<file path="src/rtl/core/mcfp_pkg.sv">
// Package for the motor command frame parser.
// Types, frame characters, reset values and digit arithmetic helpers.
// No dependencies.
`timescale 1ns / 1ps

package mcfp_pkg;

    localparam int VAL_W = 15;

    localparam logic [7:0] CH_WHEEL = 8'h3C;  // '<'
    localparam logic [7:0] CH_ANGLE = 8'h5B;  // '['
    localparam logic [7:0] CH_BANG  = 8'h21;  // '!'
    localparam logic [7:0] CH_MOVE  = 8'h7E;  // '~'
    localparam logic [7:0] CH_MINUS = 8'h2D;  // '-'
    localparam logic [7:0] CH_ZERO  = 8'h30;  // '0'

    localparam logic signed [VAL_W-1:0] ANGLE_HALF = 15'sd180;
    localparam logic signed [VAL_W-1:0] ANGLE_FULL = 15'sd360;

    localparam logic [15:0] IDLE_LIMIT_RST = 16'd100;
    localparam logic        STOP_EN_RST    = 1'b1;
    localparam logic [7:0]  ERR_BUDGET_RST = 8'd20;

    localparam logic [1:0] CFG_IDLE_LIMIT = 2'd0;
    localparam logic [1:0] CFG_STOP_EN    = 2'd1;
    localparam logic [1:0] CFG_ERR_BUDGET = 2'd2;

    typedef enum logic [1:0] {
        RK_WHEEL = 2'd0,
        RK_ANGLE = 2'd1,
        RK_MOVE  = 2'd2,
        RK_STOP  = 2'd3
    } res_kind_t;

    typedef enum logic [2:0] {
        PH_IDLE,
        PH_WHEEL,
        PH_ANGLE,
        PH_MOVE,
        PH_BANG
    } phase_t;

    typedef logic signed [VAL_W-1:0] val_t;

    typedef struct packed {
        logic      result_valid;
        res_kind_t result_kind;
        val_t      value_a;
        val_t      value_b;
        val_t      value_c;
        val_t      value_d;
        logic [7:0] move_code;
        logic      stray;
        logic      reload;
    } frame_evt_t;

    // (byte - '0') wrapped to signed 8 bits, then acc*10 + digit
    function automatic val_t push_digit(input val_t base, input logic [7:0] b);
        logic [7:0] d;
        val_t       dext;
        d    = b - CH_ZERO;
        dext = val_t'(signed'(d));
        return (base <<< 3) + (base <<< 1) + dext;
    endfunction

    function automatic val_t fold_angle(input val_t v);
        if (v > ANGLE_HALF)
            return v - ANGLE_FULL;
        else if (v < -ANGLE_HALF)
            return v + ANGLE_FULL;
        else
            return v;
    endfunction

endpackage

</file>
<file path="src/rtl/core/mcfp_frame.sv">
// Frame parser: phase sequencer, digit accumulator and value store.
// Depends on mcfp_pkg. Reports per-byte events to the top level.
`timescale 1ns / 1ps

module mcfp_frame
(
    input  logic               clk,
    input  logic               rst_n,
    input  logic               byte_en,
    input  logic [7:0]         data_byte,
    output mcfp_pkg::frame_evt_t evt
);
    import mcfp_pkg::*;

    phase_t     phase_reg, phase_next;
    logic [3:0] step_reg, step_next;
    val_t       acc_reg, acc_next;
    logic       neg_reg, neg_next;
    logic [7:0] held_reg, held_next;
    val_t       store_reg [4];
    logic [3:0] store_we;
    val_t       store_wdata;

    logic       first_digit;
    val_t       acc_sum;
    val_t       wheel_val;
    val_t       fold_val;
    logic [1:0] wheel_grp;

    assign wheel_grp = step_reg[3:2];

    always_comb
    begin
        phase_next = phase_reg;
        step_next  = step_reg;
        if (byte_en)
        begin
            unique case (phase_reg)
                PH_IDLE:
                begin
                    step_next = '0;
                    if (data_byte == CH_WHEEL)
                        phase_next = PH_WHEEL;
                    else if (data_byte == CH_ANGLE)
                        phase_next = PH_ANGLE;
                    else if (data_byte == CH_MOVE)
                        phase_next = PH_MOVE;
                    else if (data_byte == CH_BANG)
                        phase_next = PH_BANG;
                end
                PH_WHEEL:
                begin
                    if (step_reg == 4'd15)
                    begin
                        phase_next = PH_IDLE;
                        step_next  = '0;
                    end
                    else
                        step_next = step_reg + 4'd1;
                end
                PH_ANGLE:
                begin
                    if (step_reg == 4'd5)
                    begin
                        phase_next = PH_IDLE;
                        step_next  = '0;
                    end
                    else
                        step_next = step_reg + 4'd1;
                end
                PH_MOVE:
                begin
                    if (step_reg == 4'd3)
                    begin
                        phase_next = PH_IDLE;
                        step_next  = '0;
                    end
                    else
                        step_next = step_reg + 4'd1;
                end
                default:
                begin
                    phase_next = PH_IDLE;
                    step_next  = '0;
                end
            endcase
        end
    end

    always_comb
    begin
        first_digit = ((phase_reg == PH_WHEEL) && (step_reg[1:0] == 2'd1))
                   || ((phase_reg == PH_ANGLE) && ((step_reg == 4'd0) || (step_reg == 4'd3)))
                   || ((phase_reg == PH_MOVE) && (step_reg == 4'd1));
        acc_sum   = push_digit(first_digit ? val_t'(0) : acc_reg, data_byte);
        wheel_val = neg_reg ? -acc_sum : acc_sum;
        fold_val  = fold_angle(acc_sum);

        acc_next    = acc_reg;
        neg_next    = neg_reg;
        held_next   = held_reg;
        store_we    = '0;
        store_wdata = (phase_reg == PH_ANGLE) ? fold_val : wheel_val;
        evt         = '0;
        evt.result_kind = RK_WHEEL;

        unique case (phase_reg)
            PH_IDLE:
            begin
                evt.stray = (data_byte != CH_WHEEL) && (data_byte != CH_ANGLE)
                         && (data_byte != CH_MOVE) && (data_byte != CH_BANG);
            end
            PH_WHEEL:
            begin
                if (step_reg[1:0] == 2'd0)
                begin
                    neg_next = (data_byte == CH_MINUS);
                    acc_next = '0;
                end
                else
                begin
                    acc_next = acc_sum;
                    if (step_reg[1:0] == 2'd3)
                        store_we[wheel_grp] = 1'b1;
                end
                if (step_reg == 4'd15)
                begin
                    evt.result_valid = 1'b1;
                    evt.result_kind  = RK_WHEEL;
                    evt.value_a      = store_reg[0];
                    evt.value_b      = store_reg[1];
                    evt.value_c      = store_reg[2];
                    evt.value_d      = wheel_val;
                end
            end
            PH_ANGLE:
            begin
                acc_next = acc_sum;
                if (step_reg == 4'd2)
                    store_we[0] = 1'b1;
                if (step_reg == 4'd5)
                begin
                    evt.result_valid = 1'b1;
                    evt.result_kind  = RK_ANGLE;
                    evt.value_a      = store_reg[0];
                    evt.value_b      = fold_val;
                end
            end
            PH_MOVE:
            begin
                if (step_reg == 4'd0)
                    held_next = data_byte;
                else
                    acc_next = acc_sum;
                if (step_reg == 4'd3)
                begin
                    evt.result_valid = 1'b1;
                    evt.result_kind  = RK_MOVE;
                    evt.value_a      = acc_sum;
                    evt.move_code    = held_reg;
                    evt.reload       = 1'b1;
                end
            end
            default:
            begin
                evt.reload = 1'b1;
            end
        endcase
    end

    always_ff @(posedge clk or negedge rst_n)
    begin
        if (!rst_n)
        begin
            phase_reg <= PH_IDLE;
            step_reg  <= '0;
            acc_reg   <= '0;
            neg_reg   <= 1'b0;
            held_reg  <= '0;
        end
        else if (byte_en)
        begin
            phase_reg <= phase_next;
            step_reg  <= step_next;
            acc_reg   <= acc_next;
            neg_reg   <= neg_next;
            held_reg  <= held_next;
        end
    end

    always_ff @(posedge clk)
    begin
        for (int i = 0; i < 4; i++)
        begin
            if (byte_en && store_we[i])
                store_reg[i] <= store_wdata;
        end
    end

endmodule

</file>
<file path="src/rtl/core/motor_command_frame_parser_core.sv">
// Motor command frame parser top level: handshake, config registers,
// idle and error budget counters, result register. Uses mcfp_pkg, mcfp_frame.
//
//  channel  | handshake            | payload
//  ---------+----------------------+---------------------------------------------
//  in       | in_valid / in_ready  | kind, data_byte
//  out      | out_valid / out_ready| result_kind, value_a..value_d, move_code
//  cfg      | cfg_write_en         | cfg_index, cfg_data
//
// One transaction per cycle on the input; a result appears in the cycle after
// the input transaction that causes it, from the single result register.
// in_ready drops only while a result is held and out_ready is low.
// Reset is asynchronous, active low; config registers return to 100 / 1 / 20.
`timescale 1ns / 1ps

module motor_command_frame_parser_core
(
    input  logic                     clk,
    input  logic                     rst_n,
    input  logic                     in_valid,
    output logic                     in_ready,
    input  logic                     kind,
    input  logic [7:0]               data_byte,
    output logic                     out_valid,
    input  logic                     out_ready,
    output logic [1:0]               result_kind,
    output logic signed [mcfp_pkg::VAL_W-1:0] value_a,
    output logic signed [mcfp_pkg::VAL_W-1:0] value_b,
    output logic signed [mcfp_pkg::VAL_W-1:0] value_c,
    output logic signed [mcfp_pkg::VAL_W-1:0] value_d,
    output logic [7:0]               move_code,
    input  logic                     cfg_write_en,
    input  logic [1:0]               cfg_index,
    input  logic [15:0]              cfg_data
);
    import mcfp_pkg::*;

    logic        accept;
    logic        byte_en;
    frame_evt_t  evt;

    logic [15:0] idle_limit_reg;
    logic        stop_en_reg;
    logic [7:0]  err_budget_reg;
    logic [15:0] idle_count_reg, idle_count_next;
    logic [7:0]  error_left_reg, error_left_next;

    logic        out_valid_reg;
    res_kind_t   kind_reg, kind_next;
    val_t        a_reg, b_reg, c_reg, d_reg;
    val_t        a_next, b_next, c_next, d_next;
    logic [7:0]  code_reg, code_next;
    logic        res_valid;

    assign in_ready = !out_valid_reg || out_ready;
    assign accept   = in_valid && in_ready;
    assign byte_en  = accept && !kind;

    mcfp_frame u_frame
    (
        .clk       (clk),
        .rst_n     (rst_n),
        .byte_en   (byte_en),
        .data_byte (data_byte),
        .evt       (evt)
    );

    always_comb
    begin
        idle_count_next = idle_count_reg;
        error_left_next = error_left_reg;
        res_valid = 1'b0;
        kind_next = RK_STOP;
        a_next    = '0;
        b_next    = '0;
        c_next    = '0;
        d_next    = '0;
        code_next = '0;
        if (kind)
        begin
            error_left_next = err_budget_reg;
            if (stop_en_reg)
            begin
                if (idle_count_reg == 16'd0)
                    res_valid = 1'b1;
                else
                    idle_count_next = idle_count_reg - 16'd1;
            end
        end
        else
        begin
            idle_count_next = idle_limit_reg;
            if (evt.reload)
                error_left_next = err_budget_reg;
            if (evt.stray)
            begin
                if (error_left_reg != 8'd0)
                    error_left_next = error_left_reg - 8'd1;
                else
                    res_valid = 1'b1;
            end
            if (evt.result_valid)
            begin
                res_valid = 1'b1;
                kind_next = evt.result_kind;
                a_next    = evt.value_a;
                b_next    = evt.value_b;
                c_next    = evt.value_c;
                d_next    = evt.value_d;
                code_next = evt.move_code;
            end
        end
    end

    always_ff @(posedge clk or negedge rst_n)
    begin
        if (!rst_n)
        begin
            idle_limit_reg <= IDLE_LIMIT_RST;
            stop_en_reg    <= STOP_EN_RST;
            err_budget_reg <= ERR_BUDGET_RST;
        end
        else if (cfg_write_en)
        begin
            unique case (cfg_index)
                CFG_IDLE_LIMIT: idle_limit_reg <= cfg_data;
                CFG_STOP_EN:    stop_en_reg    <= cfg_data[0];
                CFG_ERR_BUDGET: err_budget_reg <= cfg_data[7:0];
                default: ;
            endcase
        end
    end

    always_ff @(posedge clk or negedge rst_n)
    begin
        if (!rst_n)
        begin
            idle_count_reg <= IDLE_LIMIT_RST;
            error_left_reg <= ERR_BUDGET_RST;
            out_valid_reg  <= 1'b0;
        end
        else
        begin
            if (accept)
            begin
                idle_count_reg <= idle_count_next;
                error_left_reg <= error_left_next;
            end
            if (accept && res_valid)
                out_valid_reg <= 1'b1;
            else if (out_ready)
                out_valid_reg <= 1'b0;
        end
    end

    always_ff @(posedge clk)
    begin
        if (accept && res_valid)
        begin
            kind_reg <= kind_next;
            a_reg    <= a_next;
            b_reg    <= b_next;
            c_reg    <= c_next;
            d_reg    <= d_next;
            code_reg <= code_next;
        end
    end

    assign out_valid   = out_valid_reg;
    assign result_kind = kind_reg;
    assign value_a     = a_reg;
    assign value_b     = b_reg;
    assign value_c     = c_reg;
    assign value_d     = d_reg;
    assign move_code   = code_reg;

endmodule

</file>
<file path="config.mk">
export PLATFORM = sky130hd
export DESIGN_NAME = motor_command_frame_parser_core
export DESIGN_NICKNAME = d
export VERILOG_FILES = /design/src/rtl/core/mcfp_pkg.sv /design/src/rtl/core/mcfp_frame.sv /design/src/rtl/core/motor_command_frame_parser_core.sv
export SDC_FILE = /design/constraint.sdc
export NUM_CORES = 1
export LEC_CHECK = 0
export BUFFER_PORTS_ARGS = -buffer_cell sky130_fd_sc_hd__buf_2
export CORE_MARGIN = 2
export CORE_UTILIZATION = 50
export DETAILED_ROUTE_END_ITERATION = 10
export PLACE_DENSITY = 0.69
export SYNTH_ARGS = -nofsm -noshare
export SYNTH_HDL_FRONTEND = slang
export SYNTH_SLANG_ARGS = --single-unit
</file>
<file path="constraint.sdc">
create_clock -name clk -period 7 [get_ports clk]
set_input_delay 1.4 -clock clk [delete_from_list [all_inputs] [get_ports clk]]
set_output_delay 1.4 -clock clk [all_outputs]
set_load 0.01 [all_outputs]
</file>
==> summary by stage <==
Finish
In the final layout, the share of cells above drive strength 1 is 20.6%. The post-synthesis to final-layout area growth is 13.7%. After filler insertion, the fill cell instance count of the layout stands at 1692. At the end of the flow, the number of nets in the layout was 1112. In the final layout, the multi-input gates occupy 0.00462 sq mm.

Registers take 0.00547 sq mm. The register with the most flip-flops in the layout has 45 of them. The final standard cell utilization of the core is 58.1%.

The antenna diode count is 0.

Setup path
The largest fanout on the critical path is 19. The data required time of the worst path is 7.23 ns. The endpoint class of the critical path is a register.

STA classifies the critical path startpoint as a register. The class of the most critical setup path is reg2reg. The longest individual stage delay on the worst path is 0.94 ns. The critical path goes through inv_1 -> ha_1 -> and2_1 -> o211ai_1 -> and2_1 -> inv_1 -> fa_1 -> inv_1 -> ha_1 -> a211oi_2 -> nor2_1 -> xor2_1 -> a21oi_1 -> o211a_1 -> a21o_1 -> o32a_1 -> mux2i_1 -> xor2_1. The largest individual stage delay along the critical path comes from the cell o211ai_1.

The worst path arrival time is 6.49 ns. The worst path buffer plus inverter count is 3. Among the stages of the critical path, the cell type that occurs most often is inv_1. The critical path's top delay family is compound AO/OA/AOI/OAI gates.

Synth
The compound-cell area share of the yosys netlist is between 15 and 20%. The Yosys step of the flow raised 0 warnings. By area, the combinational part of the netlist is dominated by compound AO/OA/AOI/OAI gates. The post-synthesis cell type count is 78.

In the synthesized netlist the dominant register cell turns out to be edfxtp_1. The simple-gate share of the synthesized area is 13.6%. Yosys attributes the largest share of cell area to edfxtp_1, dfrtp_1, ha_1. Dividing the synthesized area by the synthesized cell count gives 10.9 sq um.

Synthesis handed over a netlist of 951 instances. The number of nets handed over by synthesis was about 1000. The post-synthesis cell type with the largest combined area is edfxtp_1. The post-synthesis async set-or-reset flop share is between 40% and 50%. After Yosys synthesis, full adders, half adders and majority gates account for 5.70% of the synthesized area.

Summing the sequential cell areas from Yosys gives between 50% and 60% of the chip area. Measured against the total synthesized area, the mux share comes to ~4.4%. The synthesized netlist occupies a cell area of about 0.010 sq mm. The top cell type by area accounts for 33.2% of the synthesized area. After synthesis the netlist holds a flip-flop and latch count of just under 200. Of the total synthesized cell area, the portion taken by XOR and XNOR cells is under 10%. Counting flops with a built-in enable in the synthesized netlist gives 115.

Clock network
The clock reaches the later pin of the worst-skew pair after around 0.43 ns. The number of buffers added for setup after CTS is 0. The total clock buffers created by CTS is 17. The count of hold buffers inserted by post-cts repair is 0. After clock tree synthesis, the clock-pin slew on the worst setup and hold paths is 0.08 ns.

CTS saw 195 sinks. Gates resized during post-CTS repair numbered 0. The root buffer selected by CTS is clkbuf_16.

The TritonCTS clock tree is done. Counting along the longest clock path gives a buffer depth of 2. The number of levels the H-tree was split into is 4.

STA
For the pin with the worst max-slew slack, the measured transition is 1.21 ns. Setup repair after global routing left no endpoint under its margin. The worst slew margin relative to its limit is 18.9%. Clock skew on the completed layout was measured at 0.0103 ns. The maximum clock rate is 160 MHz. The share of the clock period used by the worst path is around 90%. The final count of hold timing violations is 0. After routing, the total negative slack on setup checks comes to 0 ns. Setup violations remaining at the end of the flow were counted as 0.

Subtracting the final worst setup slack from the clock period gives 6.25 ns. The max-slew violation total from the final report is 0.

Placement
The count of buffers added on input and output ports is 103. At the end of routability-driven placement, the weighted congestion stood at 0.875. Summed over all nets, the half-perimeter wirelength after detailed placement is ~17 mm.

Routing
The first detailed-routing pass took 5 iterations. Using the TritonRoute via totals, the vias-per-cell ratio works out to 5.79. After detailed routing, the number of remaining DRC violations is 0.

The final routed wirelength across all metal layers is around 24 mm. The met2 wirelength from detailed routing is 11.4 mm. For this block, the via count after detailed routing is 7643. The wire length the detailed router placed on met1 is about 11 mm. In this run the top signal layer used is met4. The routed wirelength normalized by instance count is between 15 and 20 um. Wire segments on met3 add up to 1.35 mm in the final route. The remaining antenna violation count is 0. After the first detailed-routing iteration, the DRC count stood at 622.

Floorplan
Measured along the y axis, the die boundary spans 148 um. The area enclosed by the die boundary is 0.0220 sq mm. In this run the core area contains 52 standard-cell rows. The placeable core region is 0.0204 sq mm. For this configuration, the core starts out at a cell density of 51.1%. The number of primary I/O pins is around 100. The die is around 150 um wide.

Status
The run finished with clean final reports.

Global route
The number of global-route vias before repair was 7409. The first global-routing pass estimated 39.1 mm of wire. The largest net degree at the start of global routing is 81. The number of antenna violations at the first check in global routing is 0. The overflow left after global routing is 0. In the global route stage, overall resource usage came out at 22.5%.

Power
The power per unit of standard cell area is about 500 mW/mm^2. Net switching is 45.5% of the power. The reported net switching power is 2.75 mW. The largest vdd supply drop is 0.297 mV. The share of total power dissipated in combinational logic is 56.6%. The sequential power share is 26.2%. The leakage power is 4.69 nW. The cell-internal power is 3.29 mW.

Per report_power, the clock group accounts for 17.2% of the total.

Worst hold path
The path class of the tightest hold or removal check is reg2reg.

Job
Max-cap violations in this run came to 0.
==> synth_stat cells, types with 4 or more instances <==
cell type / count
nand2b_1: 8
nor2b_1: 6
o21ai_1: 10
clkbuf_1: 42
and3_1: 13
a21oi_1: 45
xor2_1: 17
o2bb2ai_1: 4
dfstp_2: 11
o211ai_1: 11
fa_1: 9
mux2i_1: 7
and2_1: 27
mux2_2: 33
or2_2: 5
edfxtp_1: 115
nor2_1: 71
o21ai_0: 46
o22ai_1: 12
o21a_1: 4
nor3_1: 20
a31oi_1: 8
a22o_1: 18
buf_2: 4
a31o_2: 4
nor3b_1: 4
dfrtp_1: 69
nand3b_1: 4
nand3_1: 16
ha_1: 33
or3_1: 8
a21o_1: 4
o31ai_1: 5
a22oi_1: 21
inv_1: 47
nand2_1: 90
xnor2_1: 38
==> cell type report <==
| type | instances | share of cell area, % |
|---|---|---|
| Clock buffer | 17 | 3.59 |
| Timing Repair Buffer | 115 | 5.14 |
| Tap cell | 270 | 2.85 |
| Sequential cell | 195 | 46.2 |
| Clock inverter | 15 | 1.73 |
| Inverter | 47 | 1.49 |
| Multi-Input combinational cell | 662 | 39.0 |
==> placed cells by master (no fill, tap or decap), types with 5 or more instances in the layout <==
cell type	n
o21ai_0	46
dfrtp_1	69
o22ai_1	12
buf_4	13
a31oi_1	7
nand2b_1	8
mux2i_1	7
nand2_1	90
a21oi_1	45
o21ai_1	9
nor2b_1	6
dfstp_2	11
or3_1	8
xor2_1	17
nor3_1	18
nand3_1	16
a22o_1	18
a22oi_1	21
xnor2_1	38
o211ai_1	11
and3_1	13
or2_2	5
mux2_2	33
ha_1	33
and2_1	27
fa_1	9
edfxtp_1	115
clkbuf_16	17
inv_1	47
nor2_1	71
buf_2	102
o31ai_1	5
==> worst register-to-register path, delay by kind of cell (launching register included) <==
kind                     cells  cell delay (ns)
buffers and inverters        3             0.22
AO/OA/AOI/OAI                6             2.41
flip-flops                   1             0.40
AND/OR/NAND/NOR              3             0.55
multiplexers                 1             0.22
adder cells (fa/ha/maj)      3             1.09
XOR/XNOR                     2             1.18
==> cells by family after synthesis <==
family | count (synthesis)
buffers and inverters | 94
adders and majority gates | 42
xor gates and xnor gates | 56
AOI/OAI and AO/OA | 233
and+or+nand+nor | 290
muxes | 41
DFF | 195
==> routing by layer <==
metal	vias up	global-route usage (%)
li1	3639	-
met1	3718	31.0
met2	258	36.8
met3	28	3.68
met4	0	6.86
met5	-	0
==> path summary, 6_finish.rpt <==
kind	start	end	slack, ns	cells after the start
setup / recovery	u_frame.step_reg[1]	u_frame.store_reg[2][12]	0.75	18
hold / removal	idle_count_reg[14]	idle_count_reg[14]	0.50	2
setup reg to reg	u_frame.step_reg[1]	u_frame.store_reg[2][12]	0.75	18
hold reg to reg	idle_count_reg[14]	idle_count_reg[14]	0.50	2
max in group asynchronous	rst_n	u_frame.step_reg[3]	5.21	1
min in group asynchronous	rst_n	u_frame.held_reg[1]	1.14	1
==> power groups by stage <==
stage	logic, mW	registers, mW	clock network, mW
3_3_place_gp	3.29	1.60	0
3_5_place_dp	3.32	1.60	0
6_report	3.42	1.58	1.04
4_1_cts	3.36	1.58	1.05
2_1_floorplan	2.61	1.58	0
5_1_grt	3.74	1.60	1.10
==> stage by stage <==
stage	area [sq um]	hold slack, ns	power (mW)	setup slack (ns)	cells
floorplan	10400	0.460	4.18	0.470	951
global placement	11200	0.481	4.89	1.07	1289
detailed placement	11200	0.490	4.92	0.877	1289
CTS	11800	0.508	5.99	0.832	1321
global route	11800	0.524	6.44	0.262	1321
finish	11800	0.504	6.04	0.746	1321
Note: power is estimated with default switching activity, not from simulation.
